===== config.mk =====
export PLATFORM = sky130hd
export DESIGN_NAME = rb2d_ctrl
export DESIGN_NICKNAME = d
export VERILOG_FILES = /design/src/hdl/rb2d_pkg.sv /design/src/hdl/rb2d_ctrl.sv
export SDC_FILE = /design/constraint.sdc
export NUM_CORES = 1
export LEC_CHECK = 0
export BUFFER_PORTS_ARGS = -buffer_cell sky130_fd_sc_hd__buf_4
export CAP_MARGIN = 20
export CORE_MARGIN = 2
export CORE_UTILIZATION = 45
export CTS_CLUSTER_SIZE = 20
export DETAILED_ROUTE_END_ITERATION = 16
export PLACE_DENSITY = 0.83
export RECOVER_POWER = 50
export SLEW_MARGIN = 20
export SYNTH_ARGS = -nofsm -noshare
export SYNTH_HDL_FRONTEND = slang
export SYNTH_SLANG_ARGS = --single-unit

===== constraint.sdc =====
create_clock -name clk -period 1.4 [get_ports clk]
set_input_delay 0.28 -clock clk [delete_from_list [all_inputs] [get_ports clk]]
set_output_delay 0.28 -clock clk [all_outputs]
set_load 0.01 [all_outputs]

===== src/hdl/rb2d_pkg.sv =====
// Shared constants, types and helpers for the 2D rigid body Euler step unit.
`default_nettype none
package rb2d_pkg;

  localparam int WORD_W     = 32;
  localparam int FRAC_W     = 16;
  localparam int TS_W       = 17;
  localparam int DRAG_W     = 31;
  localparam int CFG_IDX_W  = 3;
  localparam int CFG_DATA_W = 32;
  localparam int OP_W       = 4;
  localparam int CNT_W      = 6;

  localparam logic [CFG_IDX_W-1:0] CFG_TIME_STEP    = 3'd0;
  localparam logic [CFG_IDX_W-1:0] CFG_GRAVITY_X    = 3'd1;
  localparam logic [CFG_IDX_W-1:0] CFG_GRAVITY_Y    = 3'd2;
  localparam logic [CFG_IDX_W-1:0] CFG_IS_KINEMATIC = 3'd3;
  localparam logic [CFG_IDX_W-1:0] CFG_LINEAR_DRAG  = 3'd4;
  localparam logic [CFG_IDX_W-1:0] CFG_ANGULAR_DRAG = 3'd5;

  localparam logic [TS_W-1:0]   TIME_STEP_RST    = 17'd1092;
  localparam logic [DRAG_W-1:0] LINEAR_DRAG_RST  = 31'd6553600;
  localparam logic [DRAG_W-1:0] ANGULAR_DRAG_RST = 31'd3276800;

  // Multiplier operations, issued in this order by the controller.
  localparam logic [OP_W-1:0] MO_AXX  = 4'd0;
  localparam logic [OP_W-1:0] MO_AYY  = 4'd1;
  localparam logic [OP_W-1:0] MO_FL   = 4'd2;
  localparam logic [OP_W-1:0] MO_FA   = 4'd3;
  localparam logic [OP_W-1:0] MO_DPX  = 4'd4;
  localparam logic [OP_W-1:0] MO_DPY  = 4'd5;
  localparam logic [OP_W-1:0] MO_DANG = 4'd6;
  localparam logic [OP_W-1:0] MO_DGX  = 4'd7;
  localparam logic [OP_W-1:0] MO_DGY  = 4'd8;
  localparam logic [OP_W-1:0] MO_MX   = 4'd9;
  localparam logic [OP_W-1:0] MO_MY   = 4'd10;
  localparam logic [CNT_W-1:0] MUL_OPS = 6'd11;

  typedef struct packed {
    logic            issue;
    logic [OP_W-1:0] op;
    logic            load;
    logic            sqrt_init;
    logic            sqrt_step;
    logic            div_init_x;
    logic            div_init_y;
    logic            div_step;
    logic            save_loss_x;
    logic            apply;
    logic            capture;
  } rb2d_cmd_t;

  function automatic logic [WORD_W-1:0] sat34(input logic signed [WORD_W+1:0] v);
    logic [WORD_W-1:0] r;
    if (v > $signed({3'b000, {(WORD_W-1){1'b1}}})) begin
      r = {1'b0, {(WORD_W-1){1'b1}}};
    end else if (v < $signed({3'b111, {(WORD_W-1){1'b0}}})) begin
      r = {1'b1, {(WORD_W-1){1'b0}}};
    end else begin
      r = v[WORD_W-1:0];
    end
    return r;
  endfunction

endpackage
`default_nettype wire


===== src/hdl/rb2d_ctrl.sv =====
// Sequencing state machine for the Euler step unit.
`default_nettype none
module rb2d_ctrl (
  input  wire logic               clk,
  input  wire logic               rst_n,
  input  wire logic               in_valid,
  input  wire logic               in_command,
  output logic                    in_ready,
  output logic                    out_valid,
  input  wire logic               out_ready,
  output rb2d_pkg::rb2d_cmd_t     cmd
);

  localparam logic [2:0] S_IDLE  = 3'd0;
  localparam logic [2:0] S_MUL   = 3'd1;
  localparam logic [2:0] S_SQRT  = 3'd2;
  localparam logic [2:0] S_DIVX  = 3'd3;
  localparam logic [2:0] S_DIVY  = 3'd4;
  localparam logic [2:0] S_APPLY = 3'd5;
  localparam logic [2:0] S_PUT   = 3'd6;

  localparam logic [rb2d_pkg::CNT_W-1:0] LAST_BIT = 6'd31;
  localparam logic [rb2d_pkg::CNT_W-1:0] DIVY_END = 6'd32;

  logic [2:0]                   state_r, state_nxt;
  logic [rb2d_pkg::CNT_W-1:0]   cnt_r, cnt_nxt;
  logic                         out_valid_r, out_valid_nxt;

  always_comb begin
    state_nxt     = state_r;
    cnt_nxt       = cnt_r + 6'd1;
    out_valid_nxt = out_valid_r && !out_ready;
    cmd           = '0;
    in_ready      = 1'b0;
    case (state_r)
      S_IDLE: begin
        in_ready = 1'b1;
        cnt_nxt  = '0;
        if (in_valid) begin
          if (in_command) begin
            cmd.load  = 1'b1;
            state_nxt = S_PUT;
          end else begin
            state_nxt = S_MUL;
          end
        end
      end
      S_MUL: begin
        if (cnt_r == rb2d_pkg::MUL_OPS) begin
          cmd.sqrt_init = 1'b1;
          cnt_nxt       = '0;
          state_nxt     = S_SQRT;
        end else begin
          cmd.issue = 1'b1;
          cmd.op    = cnt_r[rb2d_pkg::OP_W-1:0];
        end
      end
      S_SQRT: begin
        cmd.sqrt_step = 1'b1;
        if (cnt_r == LAST_BIT) begin
          cmd.div_init_x = 1'b1;
          cnt_nxt        = '0;
          state_nxt      = S_DIVX;
        end
      end
      S_DIVX: begin
        cmd.div_step = 1'b1;
        if (cnt_r == LAST_BIT) begin
          cnt_nxt   = '0;
          state_nxt = S_DIVY;
        end
      end
      S_DIVY: begin
        if (cnt_r == '0) begin
          cmd.save_loss_x = 1'b1;
          cmd.div_init_y  = 1'b1;
        end else begin
          cmd.div_step = 1'b1;
        end
        if (cnt_r == DIVY_END) begin
          state_nxt = S_APPLY;
        end
      end
      S_APPLY: begin
        cmd.apply = 1'b1;
        state_nxt = S_PUT;
      end
      S_PUT: begin
        if (!out_valid_r || out_ready) begin
          cmd.capture   = 1'b1;
          out_valid_nxt = 1'b1;
          state_nxt     = S_IDLE;
        end
      end
      default: begin
        state_nxt = S_IDLE;
      end
    endcase
  end

  always_ff @(posedge clk) begin
    if (!rst_n) begin
      state_r     <= S_IDLE;
      cnt_r       <= '0;
      out_valid_r <= 1'b0;
    end else begin
      state_r     <= state_nxt;
      cnt_r       <= cnt_nxt;
      out_valid_r <= out_valid_nxt;
    end
  end

  assign out_valid = out_valid_r;

endmodule
`default_nettype wire


After elaboration in Yosys (flattened, before gate mapping)
Index checks and enable logic that the tools add are counted.
{"block": "totals", "reg_bits": 10, "inputBits": 5, "output_inout_bits": 16, "elab_cells": 57}
{"block": "op_classes", "n_addsub": 1, "eq_ne": 15, "n_mux": 30, "n_reduce_logical": 8}
{"cell": "$mux 3", "n": 7}
{"cell": "$pmux 3 s7", "n": 1}
{"cell": "$pmux 6 s3", "n": 1}
{"cell": "$mux 1", "n": 15}
{"cell": "$mux 6", "n": 2}
{"cell": "$ne 2x2->1 const B", "n": 6}
{"cell": "$mux 5", "n": 2}
{"cell": "$eq 3x3->1 const B", "n": 3}
{"cell": "$add 6x1->6 const B", "n": 1}
{"cell": "$eq 3x2->1 const B", "n": 2}
{"cell": "$eq 6x4->1 const B", "n": 1}
{"cell": "$eq 6x5->1 const B", "n": 1}
{"cell": "$eq 6x6->1 const B", "n": 1}
{"cell": "$logic_not 6->1", "n": 1}
{"cell": "$reduce_and 6->1", "n": 1}
{"cell": "$eq 3x1->1 const B", "n": 1}
{"cell": "$logic_not 3->1", "n": 1}
{"cell": "$logic_not 1->1", "n": 2}
{"cell": "$mux 2", "n": 1}
{"cell": "$pmux 1 s2", "n": 1}
{"cell": "$reduce_or 2->1", "n": 1}
{"cell": "$logic_and 1x1->1", "n": 1}
{"cell": "$logic_or 1x1->1", "n": 1}

Depth between registers and ports, before layout
{"block": "logic_depth", "word_depth": 4, "mapped_depth": 6, "depth_no_buf": 6}

Worst setup path before layout
No wires, ideal clock.
{"block": "synth_timing", "kind": "reg-to-output", "from": "register state_r[2]", "to": "output cmd[12] (netlist name)", "arrival_time_ns": 1.263, "required_ns": 1.120, "path_slack_ns": -0.143, "path_stages_with_launch": 6, "path_buffers": 1, "cell_sequence": "dfxtp_1 > buf_6 > or3b_1 > a31o_4 > inv_4 > and2_1"}
{"element": "from (decl)", "line_no": "rb2d_ctrl.sv:25", "rtl": "logic [2:0] state_r, state_nxt;"}
{"element": "from (signal assigned)", "line_no": "rb2d_ctrl.sv:107", "rtl": "state_r <= state_nxt;"}
{"element": "to (decl)", "line_no": "rb2d_ctrl.sv:11", "rtl": "output rb2d_pkg::rb2d_cmd_t cmd"}

==> impl_metrics.csv <==
group,metric,value,unit
floorplanning,core,1520,µm²
synth,syn-cell-area,748,µm²
clock_network,clock_latency,0.28,ns
global_routing,grt_usage,0.340,
worst_setup_path,crit_start,"state_r[0]",
timing,finalSetupTns,-5.86,ns
timing,slew_violations,0,
synth,ys_ff_latch,10,
synth,synth_area_leaders,"dfxtp_1 27%, nor2_1 7.0%, and3_1 4.2%",
global_routing,grt_pass1_vias,984,
timing,finalHoldViolations,0,
synth,synthMuxAreaShare,0.0268,
layout,post-route-util,0.969,
clock_network,htree_num_levels,1,
floorplanning,io_pins,21,
layout,drive_gt1_frac,0.719,
timing,skew,0.00201,ns
floorplanning,start_util,0.491,
detailed_routing,route.met2.wl,1.98,mm
worst_setup_path,worstPathRequired,1.12,ns
worst_setup_path,cp.arrival,1.59,ns
synth,syn_area_per_cell,7.88,µm²
synth,yosysWarnings,0,
detailed_routing,wirelength,4.16,mm
placed_design,io_buffer_count,20,
worst_setup_path,worstReg2RegStart,"cnt_r[2]",
timing,worstMarginPinSlew,0.366,ns
synth,yosys.area_share.simple,0.365,
worst_setup_path,r2r_slack,-0.36,ns
worst_setup_path,r2r_cells,6,
placed_design,dp_hpwl,1.70,mm
clock_network,cts-buffers-inserted,3,
power_and_ir_drop,leakage,0.677,nW
detailed_routing,routed.top_layer,"met4",
timing,max_slew_margin,0.754,
clock_network,cts_buffer_depth,2,
global_routing,antenna_found_initial,0,
timing,worst_hold_slack,0.318,ns
worst_hold_path,hp-class,"input pin to flip-flop",
synth,synth_xor_area_frac,0.0468,
floorplanning,die_y,44.8,µm
synth,synth_compound_area_frac,0.166,
placed_design,dp_cells,148,
clock_network,cts.sinks,10,
power_and_ir_drop,vdd_drop_max,1.43,mV
clock_network,holdBufCountCts,0,
detailed_routing,drc,0,
timing,max_freq,0.535,GHz
floorplanning,dieArea,2000,µm²
synth,yosysUniqueCellTypes,38,
detailed_routing,avgRoutedWirePerCell,24.6,µm
detailed_routing,dr.pass1.iters,4,
worst_setup_path,critPathCaptureType,"primary output",
power_and_ir_drop,power.density,1910,nW/µm²
timing,timing.final.crit_share,1.34,
placed_design,gp_congestion,0.816,
run_status,run_status,"complete, but fails checks",
layout,num-fill-cells,26,
synth,synth.yosys.seq_area_share,0.268,
clock_network,cts_tree,"built",
timing,setup_violations,23,
detailed_routing,met3_length,348,µm
flow_run,drv_cap,0,
synth,syn_inst,95,
global_routing,grt_max_degree,9,
layout,area_growth,97.3,%
detailed_routing,vias_per_cell,6.55,
global_routing,grt_pass1_wl,4.83,mm
placed_design,pre_cts_ws,-0.149,ns
detailed_routing,ant_nets,0,
timing,fin_ws,-0.470,ns
worst_setup_path,crit_path_end,"cmd[12]",
floorplanning,die_x,44.8,µm
synth,synth.top_cell.area_share,0.268,
detailed_routing,drtIter0Drc,62,
worst_setup_path,path_max_fanout,4,
synth,synth.net_count,102,
global_routing,grt_remaining_overflow,0,
timing,min_period,1.87,ns
run_status,violations,"negative setup slack",
layout,layout.cells.non_filler,169,
timing,rsz0062_at_grt,"yes",
worst_setup_path,startpoint_type,"flip-flop",
synth,yosysTopAreaCell,"dfxtp_1",
clock_network,clkSlewWorstSetupHoldPaths,0.08,ns
floorplanning,row_count,14,
worst_setup_path,critPathKind,"flip-flop to primary output",
synth,synth_top_family_by_area,"simple AND/OR/NAND/NOR gates",
layout,fin_nets,161,
layout,n_antenna_cell,0,
synth,synth_fa_ha_area_frac,0.0334,
worst_setup_path,reg2reg_to,"state_r[0]",
detailed_routing,vias,1107,
clock_network,root_buffer,"clkbuf_4",
detailed_routing,met1Wirelength,1.55,mm
## cell type report
| type | count | area (µm²) | share of cell area |
|---|---|---|---|
| clock buffers | 4 | 36.3 | 0.0246 |
| inverters | 7 | 36.3 | 0.0246 |
| multi-input cells | 71 | 646 | 0.437 |
| repair buffers | 61 | 523 | 0.354 |
| flip-flops and latches | 10 | 215 | 0.146 |
| well taps | 16 | 20.0 | 0.0136 |
## critical path, cell delays in order (launching register included)
cell and delay (ns):
dfxtp_2 0.36, or3b_4 0.41, a31o_4 0.25, inv_4 0.07, and2_4 0.13, buf_6 0.09
## per-layer routing
layer,vias up,track usage
met4,0,0.188
met3,32,0.0600
met5,-,0
met2,89,0.548
met1,539,0.428
li1,447,-
## sequential cells by signal, summed over array words and instances (netlist names)
register / flops
state_r: 3
out_valid: 1
cnt_r: 6
## synth_stat cells (all sizes together)
library cell	instances
buf	6
xnor2	3
nor3	4
inv	7
o21ai	2
and2	1
o221ai	1
nand3	4
a21oi	3
a311oi	1
nor2b	2
or3b	3
xor2	1
a21boi	1
a211oi	1
a31oi	1
mux2i	2
nand4	1
nor4bb	1
nor2	14
nand2	8
dfxtp	10
nor3b	2
clkbuf	1
nand2b	2
o31ai	2
a31o	2
ha	2
a32oi	1
and3	5
and4b	1
## power by group
part | internal, mW | switching (mW)
Clock | 0.158 | 0.122
Combinational | 1.05 | 1.05
Sequential | 0.363 | 0.0858
## kinds of logic (layout without fill, tap and decap cells)
logic type	Yosys count	after routing
buf+inv	14	72
compound gates	15	15
flops	10	10
fa+ha+maj	2	2
xor+xnor	4	4
simple gates	48	48
mux	2	2
## worst min-delay path by stage
stage | startpoint | end | slack (ns) | depth (start not counted)
detailed placement | cnt_r[0] | cnt_r[0] | 0.54 | 2
global route | rst_n | cnt_r[4] | 0.32 | 3
CTS | rst_n | cnt_r[4] | 0.29 | 3
floorplan | rst_n | cnt_r[4] | 0.40 | 2
global placement | out_valid | out_valid | 0.52 | 2
finish | rst_n | cnt_r[4] | 0.32 | 3
## per-stage QoR
stage | total power [mW] | area (µm²)
3_3_place_gp | 1.64 | 1070
3_5_place_dp | 1.69 | 1070
2_1_floorplan | 1.19 | 766
6_report | 2.83 | 1480
5_1_grt | 2.90 | 1480
4_1_cts | 2.44 | 1360
## repair_timing
| action | 4_1_cts | 5_1_grt |
|---|---|---|
| setup endpoints to repair | 23 | 24 |
| gates resized for setup | 45 | 17 |
| pin swaps | 13 | 5 |
| buffers inserted | 12 | 5 |
| cloned | 0 | 0 |
## layout by cell type (no fill, tap or decap), types with 2 or more instances in the layout
master / instances
dfxtp_2: 6
inv_4: 2
buf_4: 47
dfxtp_1: 2
nand3_2: 2
and3_1: 4
inv_1: 2
buf_6: 12
a21oi_2: 2
nor2b_1: 2
nor3_4: 3
mux2i_1: 2
nor2_2: 5
nand2_1: 7
clkbuf_4: 3
o31ai_2: 2
xnor2_1: 2
nor2_1: 8
ha_4: 2
inv_2: 2
or3b_4: 2
dfxtp_4: 2
Power figures use the tool's default switching activity.
